`src/rtl/cgst_pkg.sv`:
```
`default_nettype none
package cgst_pkg;
   localparam int MaxStops = 16;
   localparam int IdxW = $clog2(MaxStops);
   localparam int CntW = $clog2(MaxStops + 1);

   localparam logic [1:0] OP_LOOKUP = 2'd0;
   localparam logic [1:0] OP_INSERT = 2'd1;
   localparam logic [1:0] OP_SCALE  = 2'd2;
   // spare code, request completes with no effect
   localparam logic [1:0] OP_NONE   = 2'd3;

   localparam logic [2:0] ST_OK    = 3'd0;
   localparam logic [2:0] ST_CLAMP = 3'd1;
   localparam logic [2:0] ST_FULL  = 3'd2;
   localparam logic [2:0] ST_EMPTY = 3'd3;
   localparam logic [2:0] ST_ZERO  = 3'd4;

   // request to the shared divider
   typedef struct packed {
      logic        start;
      logic [39:0] dividend;
      logic [15:0] divisor;
   } div_req_type;

   typedef struct packed {
      logic        done;
      logic [39:0] quotient;
   } div_rsp_type;
endpackage
`default_nettype wire

```
`src/rtl/cgst_div.sv`:
```
`default_nettype none
// restoring divider, one quotient bit per cycle
module cgst_div (
   input  wire logic                 clock,
   input  wire logic                 reset,
   input  wire cgst_pkg::div_req_type req,
   output cgst_pkg::div_rsp_type     rsp
);
   logic [39:0] quo_ff, quo_in;
   logic [15:0] rem_ff, rem_in;
   logic [15:0] dvs_ff, dvs_in;
   logic [5:0]  cnt_ff, cnt_in;
   logic        busy_ff, busy_in;
   logic        done_ff, done_in;
   logic [16:0] trial;
   logic [16:0] shifted;

   always_comb begin
      quo_in  = quo_ff;
      rem_in  = rem_ff;
      dvs_in  = dvs_ff;
      cnt_in  = cnt_ff;
      busy_in = busy_ff;
      done_in = 1'b0;
      shifted = {rem_ff, quo_ff[39]};
      trial   = shifted - {1'b0, dvs_ff};
      if (req.start) begin
         quo_in  = req.dividend;
         rem_in  = '0;
         dvs_in  = req.divisor;
         cnt_in  = 6'd40;
         busy_in = 1'b1;
      end else if (busy_ff) begin
         if (!trial[16]) begin
            rem_in = trial[15:0];
            quo_in = {quo_ff[38:0], 1'b1};
         end else begin
            rem_in = shifted[15:0];
            quo_in = {quo_ff[38:0], 1'b0};
         end
         cnt_in = cnt_ff - 6'd1;
         if (cnt_ff == 6'd1) begin
            busy_in = 1'b0;
            done_in = 1'b1;
         end
      end
   end

   always_ff @(posedge clock) begin
      quo_ff <= quo_in;
      rem_ff <= rem_in;
      dvs_ff <= dvs_in;
      cnt_ff <= cnt_in;
      if (reset) begin
         busy_ff <= 1'b0;
         done_ff <= 1'b0;
      end else begin
         busy_ff <= busy_in;
         done_ff <= done_in;
      end
   end

   assign rsp.done     = done_ff;
   assign rsp.quotient = quo_ff;

   a_done_after_busy: assert property (@(posedge clock) disable iff (reset)
      done_ff |-> $past(busy_ff)) else $error("divider done without work");
   a_no_start_busy: assert property (@(posedge clock) disable iff (reset)
      busy_ff && !req.start |=> busy_ff || done_ff) else $error("divider lost");
   a_count_pos: assert property (@(posedge clock) disable iff (reset)
      busy_ff |-> cnt_ff != 6'd0) else $error("divider count");
endmodule
`default_nettype wire

```
`src/rtl/color_gradient_stop_table_top.sv`:
```
`default_nettype none
// Color stop table with lookup, insert and scale requests. A request is taken
// when start is high and busy is low; its one result appears for a single
// cycle with rsp_valid in the cycle that busy falls and cannot be stalled.
// Lookup and insert walk the stop table one entry a cycle, and lookup and
// scale use one shared 40-step restoring divider. A lookup makes three
// channel divisions (none when empty, clamped or exact), and scale makes one
// division per stop (none when empty or zero span or length).
module color_gradient_stop_table_top (
   input  wire logic        clock,
   input  wire logic        reset,
   input  wire logic        start,
   output logic             busy,
   input  wire logic [1:0]  req_operation,
   input  wire logic [15:0] req_position,
   input  wire logic [7:0]  req_stop_red,
   input  wire logic [7:0]  req_stop_green,
   input  wire logic [7:0]  req_stop_blue,
   input  wire logic [15:0] req_new_length,
   output logic             rsp_valid,
   output logic [7:0]       rsp_mixed_red,
   output logic [7:0]       rsp_mixed_green,
   output logic [7:0]       rsp_mixed_blue,
   output logic [2:0]       rsp_status,
   output logic [15:0]      rsp_left_bound,
   output logic [15:0]      rsp_right_bound
);
   localparam int IW = cgst_pkg::IdxW;
   localparam int CW = cgst_pkg::CntW;

   typedef enum logic [3:0] {
      S_IDLE, S_SEARCH, S_SHIFT, S_MIX, S_MIXW, S_SCAN, S_SCW, S_DONE
   } state_type;

   state_type   state_ff;
   logic [15:0] pos_mem [cgst_pkg::MaxStops];
   logic [23:0] col_mem [cgst_pkg::MaxStops];
   logic [CW-1:0] count_ff;
   logic [1:0]  op_ff;
   logic [15:0] x_ff, len_ff;
   logic [23:0] newc_ff, cl_ff, cr_ff, res_ff;
   logic [CW-1:0] i_ff, n_ff;
   logic [15:0] wl_ff, wr_ff, span_ff, lastq_ff;
   logic [1:0]  ch_ff;
   logic [2:0]  st_ff;
   cgst_pkg::div_req_type dreq_ff;
   cgst_pkg::div_rsp_type drsp;
   logic [IW-1:0] i_idx, last_idx, n_idx;
   logic [15:0] pos_i;
   logic [23:0] col_i;
   logic [16:0] dsum;
   logic [39:0] num;
   logic [7:0]  cl_ch, cr_ch;
   logic [23:0] mul_l, mul_r;
   logic [31:0] mul_s;

   assign i_idx    = i_ff[IW-1:0];
   assign n_idx    = n_ff[IW-1:0];
   assign last_idx = IW'(count_ff - CW'(1));
   assign pos_i    = pos_mem[i_idx];
   assign col_i    = col_mem[i_idx];
   assign dsum     = {1'b0, wl_ff} + {1'b0, wr_ff};
   assign mul_s    = {16'd0, pos_i} * {16'd0, len_ff};

   // pick channel and build mix numerator
   always_comb begin
      case (ch_ff)
         2'd0:    begin cl_ch = cl_ff[23:16]; cr_ch = cr_ff[23:16]; end
         2'd1:    begin cl_ch = cl_ff[15:8];  cr_ch = cr_ff[15:8];  end
         default: begin cl_ch = cl_ff[7:0];   cr_ch = cr_ff[7:0];   end
      endcase
      mul_l = {16'd0, cl_ch} * {8'd0, wl_ff};
      mul_r = {16'd0, cr_ch} * {8'd0, wr_ff};
      num = {16'd0, mul_l} + {16'd0, mul_r} + {24'd0, dsum[16:1]};
   end

   cgst_div u_div (.clock(clock), .reset(reset), .req(dreq_ff), .rsp(drsp));

   // sequencer
   always_ff @(posedge clock) begin
      dreq_ff.start <= !reset && (state_ff == S_MIX
                                  || (state_ff == S_SCAN && i_ff != count_ff));
      rsp_valid     <= !reset && (state_ff == S_DONE);
      if (reset) begin
         state_ff <= S_IDLE;
         count_ff <= '0;
      end else begin
         unique case (state_ff)
            S_IDLE: begin
               if (start) begin
                  op_ff   <= req_operation;
                  x_ff    <= req_position;
                  len_ff  <= req_new_length;
                  newc_ff <= {req_stop_red, req_stop_green, req_stop_blue};
                  res_ff  <= '0;
                  st_ff   <= cgst_pkg::ST_OK;
                  i_ff    <= '0;
                  n_ff    <= '0;
                  ch_ff   <= '0;
                  if (req_operation == cgst_pkg::OP_SCALE) begin
                     span_ff <= pos_mem[IW'(count_ff - CW'(1))] - pos_mem[0];
                     if (count_ff == '0) begin
                        st_ff <= cgst_pkg::ST_EMPTY; state_ff <= S_DONE;
                     end else if (pos_mem[IW'(count_ff - CW'(1))] == pos_mem[0]
                                  || req_new_length == '0) begin
                        st_ff <= cgst_pkg::ST_ZERO; state_ff <= S_DONE;
                     end else state_ff <= S_SCAN;
                  end else if (req_operation == cgst_pkg::OP_LOOKUP
                               || req_operation == cgst_pkg::OP_INSERT)
                     state_ff <= S_SEARCH;
                  else state_ff <= S_DONE;
               end
            end
            S_SEARCH: begin
               if (op_ff == cgst_pkg::OP_LOOKUP) begin
                  if (count_ff == '0) begin
                     st_ff <= cgst_pkg::ST_EMPTY; state_ff <= S_DONE;
                  end else if (x_ff < pos_mem[0]) begin
                     res_ff <= col_mem[0]; st_ff <= cgst_pkg::ST_CLAMP;
                     state_ff <= S_DONE;
                  end else if (x_ff > pos_mem[last_idx]) begin
                     res_ff <= col_mem[last_idx]; st_ff <= cgst_pkg::ST_CLAMP;
                     state_ff <= S_DONE;
                  end else if (pos_i == x_ff) begin
                     res_ff <= col_i; state_ff <= S_DONE;
                  end else if (pos_i > x_ff) begin
                     cl_ff <= col_mem[IW'(i_ff - CW'(1))];
                     cr_ff <= col_i;
                     wl_ff <= pos_i - x_ff;
                     wr_ff <= x_ff - pos_mem[IW'(i_ff - CW'(1))];
                     state_ff <= S_MIX;
                  end else i_ff <= i_ff + CW'(1);
               end else begin
                  if (i_ff < count_ff && pos_i == x_ff) begin
                     col_mem[i_idx] <= newc_ff; state_ff <= S_DONE;
                  end else if (i_ff < count_ff && !(pos_i > x_ff))
                     i_ff <= i_ff + CW'(1);
                  else if (count_ff == CW'(cgst_pkg::MaxStops)) begin
                     st_ff <= cgst_pkg::ST_FULL; state_ff <= S_DONE;
                  end else begin
                     n_ff <= count_ff; state_ff <= S_SHIFT;
                  end
               end
            end
            S_SHIFT: begin
               // move entries up one slot from the top down
               if (n_ff > i_ff) begin
                  pos_mem[n_idx] <= pos_mem[IW'(n_ff - CW'(1))];
                  col_mem[n_idx] <= col_mem[IW'(n_ff - CW'(1))];
                  n_ff <= n_ff - CW'(1);
               end else begin
                  pos_mem[i_idx] <= x_ff;
                  col_mem[i_idx] <= newc_ff;
                  count_ff <= count_ff + CW'(1);
                  state_ff <= S_DONE;
               end
            end
            S_MIX: begin
               dreq_ff.dividend <= num;
               dreq_ff.divisor  <= dsum[15:0];
               state_ff <= S_MIXW;
            end
            S_MIXW: begin
               if (drsp.done) begin
                  res_ff <= {res_ff[15:0], drsp.quotient[7:0]};
                  if (ch_ff == 2'd2) state_ff <= S_DONE;
                  else begin
                     ch_ff <= ch_ff + 2'd1; state_ff <= S_MIX;
                  end
               end
            end
            S_SCAN: begin
               // scale one stop through the divider
               if (i_ff == count_ff) begin
                  count_ff <= n_ff; state_ff <= S_DONE;
               end else begin
                  dreq_ff.dividend <= {8'd0, mul_s} + {25'd0, span_ff[15:1]};
                  dreq_ff.divisor  <= span_ff;
                  state_ff <= S_SCW;
               end
            end
            S_SCW: begin
               if (drsp.done) begin
                  logic [15:0] q;
                  q = (drsp.quotient > 40'hFFFF) ? 16'hFFFF : drsp.quotient[15:0];
                  if (drsp.quotient > 40'hFFFF) st_ff <= cgst_pkg::ST_CLAMP;
                  if (n_ff != '0 && lastq_ff == q)
                     col_mem[IW'(n_ff - CW'(1))] <= col_i;
                  else begin
                     pos_mem[n_idx] <= q;
                     col_mem[n_idx] <= col_i;
                     n_ff <= n_ff + CW'(1);
                  end
                  lastq_ff <= q;
                  i_ff <= i_ff + CW'(1);
                  state_ff <= S_SCAN;
               end
            end
            S_DONE: begin
               rsp_mixed_red   <= res_ff[23:16];
               rsp_mixed_green <= res_ff[15:8];
               rsp_mixed_blue  <= res_ff[7:0];
               rsp_status      <= st_ff;
               rsp_left_bound  <= (count_ff == '0) ? 16'd0 : pos_mem[0];
               rsp_right_bound <= (count_ff == '0) ? 16'd0 : pos_mem[last_idx];
               state_ff <= S_IDLE;
            end
            default: state_ff <= S_IDLE;
         endcase
      end
   end

   assign busy = (state_ff != S_IDLE);

   a_count_max: assert property (@(posedge clock) disable iff (reset)
      count_ff <= CW'(cgst_pkg::MaxStops)) else $error("stop count overflow");
   a_rsp_after_done: assert property (@(posedge clock) disable iff (reset)
      rsp_valid |-> $past(state_ff == S_DONE)) else $error("stray result");
   a_count_only_up_one: assert property (@(posedge clock) disable iff (reset)
      state_ff == S_SHIFT && !(n_ff > i_ff) |=> count_ff == $past(count_ff) + CW'(1))
      else $error("insert count");
endmodule
`default_nettype wire
```
`config.mk`:
```
export PLATFORM = sky130hd
export DESIGN_NAME = color_gradient_stop_table_top
export DESIGN_NICKNAME = d
export VERILOG_FILES = /design/src/rtl/cgst_pkg.sv /design/src/rtl/cgst_div.sv /design/src/rtl/color_gradient_stop_table_top.sv
export SDC_FILE = /design/constraint.sdc
export NUM_CORES = 2
export LEC_CHECK = 0
export BUFFER_PORTS_ARGS = -buffer_cell sky130_fd_sc_hd__buf_2
export CAP_MARGIN = 15
export CORE_MARGIN = 10
export CORE_UTILIZATION = 30
export CTS_BUF_LIST = sky130_fd_sc_hd__clkbuf_4
export CTS_CLUSTER_SIZE = 12
export DETAILED_ROUTE_END_ITERATION = 7
export HOLD_SLACK_MARGIN = 0.12
export PLACE_DENSITY = 0.42
export SYNTH_ARGS = -nofsm -noshare
export SYNTH_HDL_FRONTEND = slang
export SYNTH_SLANG_ARGS = --single-unit
```
`constraint.sdc`:
```
create_clock -name clock -period 21.8 [get_ports clock]
set_input_delay 3.27 -clock clock [delete_from_list [all_inputs] [get_ports clock]]
set_output_delay 3.27 -clock clock [all_outputs]
set_load 0.02 [all_outputs]
```
======== Word-level counts from Yosys, hierarchy flattened ========
Memory sizes are Yosys's and may differ from the RTL's. A register that Yosys moved wholly into a read port is not among the register bits.
Cells that the tools add are included.
operators by class
  mux-type cells .......................... 118
  $lt $le $gt $ge ......................... 6
  multiply operators ...................... 3
  bitwise gates (word level) .............. 9
  reduce and logical (&&, ||, !) cells .... 43
  add/subtract/negate cells ............... 16
  eq/ne operators ......................... 47
operators by type and width
  kind                    count
  $mux W24                11
  $pmux W56 S2            1
  $mux W5                 19
  $mux W40                2
  $mux W4                 18
  $pmux W24 S3            1
  $mux W16                4
  $mux W56                1
  $eq A16 B16 Y1          3
  $mul A8 B16 Y24         2
  $mux W3                 16
  $reduce_or A24 Y1       2
  $sub A16 B16 Y16        3
  $gt A40 B16 Y1 const B  1
  $add A32 B15 Y33        1
  $gt A16 B16 Y1          2
  $mul A16 B16 Y32        1
  $mux W1                 32
  $pmux W8 S2             2
  $pmux W4 S7             1
  $ne A3 B3 Y1 const B    9
  $add A25 B16 Y26        1
  $ne A2 B2 Y1 const B    13
  $add A24 B24 Y25        1
  other kinds (54)        95
storage, ports and cells
  bits of input ports ..................... 61
  flip-flop bits (word level) ............. 391
  word-level logic and storage cells ...... 276
  RAM bits ................................ 640
  memories kept ........................... 2
memory list
  memory   words  bits a word  read ports  clocked after Yosys merged registers in  write ports  line                                 text
  col_mem  16     24           5           2                                        1            color_gradient_stop_table_top.sv:37  logic [23:0] col_mem [cgst_pkg::MaxStops];
  pos_mem  16     16           5           1                                        1            color_gradient_stop_table_top.sv:36  logic [15:0] pos_mem [cgst_pkg::MaxStops];

======== Depth between registers and ports, before layout ========
  depth after elaboration ................. 13
  mapped depth ............................ 30
  gate-level depth less buffers ........... 27

======== By module ========
Synthesis repeated with hierarchy kept, for this count alone.
unflattened totals
  cells, all modules ...................... 5790
  area total of the unflattened synthesis .. 78258.8 um2
modules (own cells, without submodules)
  module                         area each (um2)  cells each  instances  seq. area each (um2)
  color_gradient_stop_table_top  73954.7          5413        1          29017.8
  cgst_div                       4304.1           377         1          2162.1

======== Worst setup path before layout ========
OpenSTA, ideal clock, no wires.
  path kind ............................... reg-to-reg
  from .................................... reg count_ff[0]
  to ...................................... reg cl_ff[0] (read register of col_mem) (enable)
  setup slack ............................. 6470 ps
  setup time .............................. 743 ps
  period minus slack after synthesis ...... 15330 ps
  stages on the path, launching flop included .. 26
  arrival ................................. 14587 ps
  required time ........................... 21057 ps
  cell sequence ........................... dfxtp_1 > clkbuf_1 > buf_2 > buf_1 > clkbuf_1 > clkbuf_1 > inv_1 > ha_1 > clkbuf_1 > clkbuf_1 > buf_1 > buf_1 > mux4_2 > nand2_1 > nand3_1 > o21ai_0 > ha_1 > nor2b_1 > o21a_1 > o21a_1 > o221ai_1 > a21oi_1 > o22ai_1 > buf_1 > nand3_1 > nor4b_1
between the ends
  longest elaborated chain between the ends .. 5
  elaborated cells between the ends (all ways) .. 7
RTL lines
  element                        line                                  text
  start: declaration             color_gradient_stop_table_top.sv:38   logic [CW-1:0] count_ff;
  start signal: assignment       color_gradient_stop_table_top.sv:154  count_ff <= count_ff + CW'(1);
  $sub A4 B1 Y4                  color_gradient_stop_table_top.sv:59   assign last_idx = IW'(count_ff - CW'(1));
  $mem_v2 Z16 W16                -
  $gt A16 B16 Y1                 color_gradient_stop_table_top.sv:121  end else if (x_ff > pos_mem[last_idx]) begin
  $not A1 Y1 (no line)           -
  $reduce_and A8 Y1 (no line) *  -
  end: declaration               color_gradient_stop_table_top.sv:41   logic [23:0] newc_ff, cl_ff, cr_ff, res_ff;
Mark *: on every way between the ends. The rest lies on a longest branch, timed or not.
A chain may end at the register's enable or synchronous reset.

==> flow_summary.yaml <==
timing:
  worstMarginPinSlew_ns: 1.18
  fmax_mhz: 109
  setup_viol: 0
  fin_crit_sh_pct: 41.9
  fin_setup_tns_ns: 0
  finalHoldWorstSlack_ns: 0.382
  clock_skew_ns: 0.203
  worst_slack_ns: 12.66
  period_needed_ns: 9.14
  slew-limit-headroom_pct: 20.6
  rsz0062_at_grt: "no"
  hold_viol: 0
  slew_viol_final: 0
clock_network:
  cts_tree: "yes"
  clockRootBuffer: "clkbuf_4"
  cts-resized-gates: 0
  clock-sinks: 1051
  clk_latency_ns: 1.36
  ctsHoldBuffers: 0
  cts_max_path_buffers: 4
  h-tree-depth: 5
  cts_buffers: 314
  clk_pin_slew_worst_paths_ns: 0.06
  cts_setup_buffers: 0
grt:
  grt_overflow: 0
  grt_max_degree: 110
  track_usage_pct: 20.2
  grt_pass1_vias: 56200
  grt_pass1_wl_um: 414000
  antenna_found_initial: 24
logic_synthesis:
  synth_area_mm2: 0.0781
  yosysWarnings: 0
  synth.distinct_cells: 86
  syn_inst: 5905
  synthFlopType: "edfxtp_1"
  synth_edf_count: 1013
  netlist.area_leader.share_pct: 38.9
  yosys_register_bits: 1051
  syn-mean-instance-area_um2: 13.2
  synth-async-reset-ratio_pct: 0
  syn-num-nets: 6728
  synth_top_cell_by_area: "edfxtp_1"
  synth_area_leaders: "edfxtp_1, mux4_2, fa_1"
  ys_seq_area_share_pct: 39.9
route:
  remaining_drc_errors: 0
  viasPerCell: 5.47
  drt_first_pass_iters: 5
  vias: 53800
  routed_wl_um: 290000
  drtIter0Drc: 4319
  postRouteAntennaNets: 0
  wl_per_cell_um: 29.5
min_path:
  hold_start: "dreq_ff[1]"
  hp-class: "reg2reg"
place:
  portBuffers: 121
  place.gp.congestion: 0.840
  dpl_worst_slack_ns: 12.37
  dp_hpwl_um: 193000
worst_setup_path:
  slowest_stage: "buf_4"
  cpPeakStageDelay_ns: 0.77
  r2r_slack_ns: 12.66
  path_common_cell: "fa_1"
  crit_buf_inv: 7
  crit_required_ns: 22.70
  end_kind: "flop"
  crit_family: "adder cells"
  worstPathArrival_ns: 10.05
  crit_fanout: 47
  worstSetupPathType: "reg2reg"
  start_kind: "flop"
job:
  drv_cap: 0
final_layout:
  final_nets: 7013
  fin_util_pct: 33.8
  layout-area-overhead-vs-synth_pct: 12.1
  fillers: 25700
  drive_gt1_share_pct: 26.3
floorplan:
  num_rows: 187
  io_pins: 122
  core_mm2: 0.259
  start_util_pct: 30.1
  die_y_um: 530
  die_x_um: 530
  die-area_mm2: 0.281
outcome:
  status: "completed"
[worst register-to-register path, stage by stage, from the launching register on]
cell and delay (ns):
dfxtp_4 0.64, buf_16 0.32, buf_4 0.78, mux4_2 0.63
mux4_2 0.76, and2_1 0.31, fa_1 0.48, inv_1 0.05
fa_1 0.48, inv_1 0.05, fa_1 0.46, ha_1 0.29
inv_1 0.05, fa_1 0.47, inv_1 0.05, fa_1 0.43
ha_1 0.20, or4_1 0.58, o21ai_0 0.35, a211oi_1 0.20
o41ai_1 0.37, buf_4 0.20, o211ai_1 0.15, a41oi_1 0.27
xor2_1 0.17, nor2_1 0.05
[metal layers]
layer / share of wire, % / wire, um / up-vias / GRT usage, %
met1: 40 / 117000 / 28400 / 25.8
met5: 0.012 / 34 / - / 0
met2: 49 / 141000 / 2208 / 34.0
li1: - / - / 22700 / -
met3: 7.0 / 20200 / 527 / 4.08
met4: 3.9 / 11400 / 6 / 7.56
[final timing paths]
| check | to | cells after the start |
|---|---|---|
| setup / recovery | dreq_ff[45] | 25 |
| hold / removal | u_div.dvs_ff[1] | 0 |
| setup reg to reg | dreq_ff[45] | 25 |
| hold reg to reg | u_div.dvs_ff[1] | 0 |
[cells by family (layout without fill, tap and decap cells)]
| kind of cell | after synthesis | after routing | synth area share, % |
|---|---|---|---|
| simple gates | 1382 | 1382 | 8.55 |
| flops | 1051 | 1051 | 39.9 |
| buf+inv | 1040 | 1563 | 5.02 |
| mux | 838 | 838 | 22.7 |
| fa+ha+maj | 762 | 762 | 16.4 |
| compound gates | 707 | 707 | 5.94 |
| xor+xnor | 125 | 125 | 1.40 |
| other cells | 0 | 10 | 0 |
[synthesized netlist by cell type (68+ instances only)]
cell,instances
o21ai_0,143
nand2_1,631
edfxtp_1,1013
nor2b_1,68
clkbuf_1,244
a21oi_1,182
nor2_1,170
fa_1,440
buf_1,81
ha_1,322
xnor2_1,82
and2_1,237
inv_1,705
nand3_1,69
mux4_2,745
[flip-flops by register name (all words and copies together), names as in the netlist, 8 cells and up, named ones only]
signal           flops
col_mem            384
pos_mem            256
dreq_ff             50
u_div.quo_ff        40
cl_ff               24
cr_ff               24
newc_ff             24
res_ff              24
lastq_ff            16
len_ff              16
rsp_left_bound      16
rsp_right_bound     16
span_ff             16
u_div.dvs_ff        16
u_div.rem_ff        16
wl_ff               16
wr_ff               16
x_ff                16
rsp_mixed_blue       8
rsp_mixed_green      8
rsp_mixed_red        8
[metrics by stage]
stage / cells / cell area (um^2)
2_1_floorplan: 5905 / 78100
3_3_place_gp: 9273 / 83500
3_5_place_dp: 9273 / 83500
4_1_cts: 9827 / 87500
5_1_grt: 9838 / 87600
6_report: 9840 / 87600
[layout by cell type, fill, tap and decap left out, types with 28 or more instances in the layout]
| cell | instances |
|---|---|
| inv_1 | 704 |
| a311oi_1 | 31 |
| dfxtp_1 | 32 |
| nor2b_1 | 68 |
| clkinv_1 | 65 |
| mux2_2 | 37 |
| fa_1 | 440 |
| mux2i_1 | 56 |
| buf_4 | 177 |
| nand2_1 | 630 |
| xor2_1 | 41 |
| nand3_1 | 69 |
| clkbuf_4 | 448 |
| nor3_1 | 46 |
| nand2b_1 | 28 |
| a21o_1 | 49 |
| o21ai_0 | 119 |
| ha_1 | 319 |
| xnor2_1 | 75 |
| a21oi_1 | 163 |
| buf_2 | 121 |
| a31oi_1 | 36 |
| a22o_1 | 34 |
| mux4_2 | 745 |
| nor2_1 | 170 |
| and2_1 | 236 |
| edfxtp_1 | 1013 |
| a211oi_1 | 64 |
[area by class of cell]
type,count,area [um^2],area share [%]
repair buffers,302,2020,2.31
well taps,3402,4260,4.86
multi-input cells,3814,43400,49.6
inverters,707,2660,3.03
clock buffers,448,3360,3.84
diodes,10,25.0,0.0286
clock inverters,106,652,0.744
flip-flops and latches,1051,31200,35.6
Power is not shown: default switching activity piles up to over one toggle a cycle in this logic, so the estimate is an artifact.
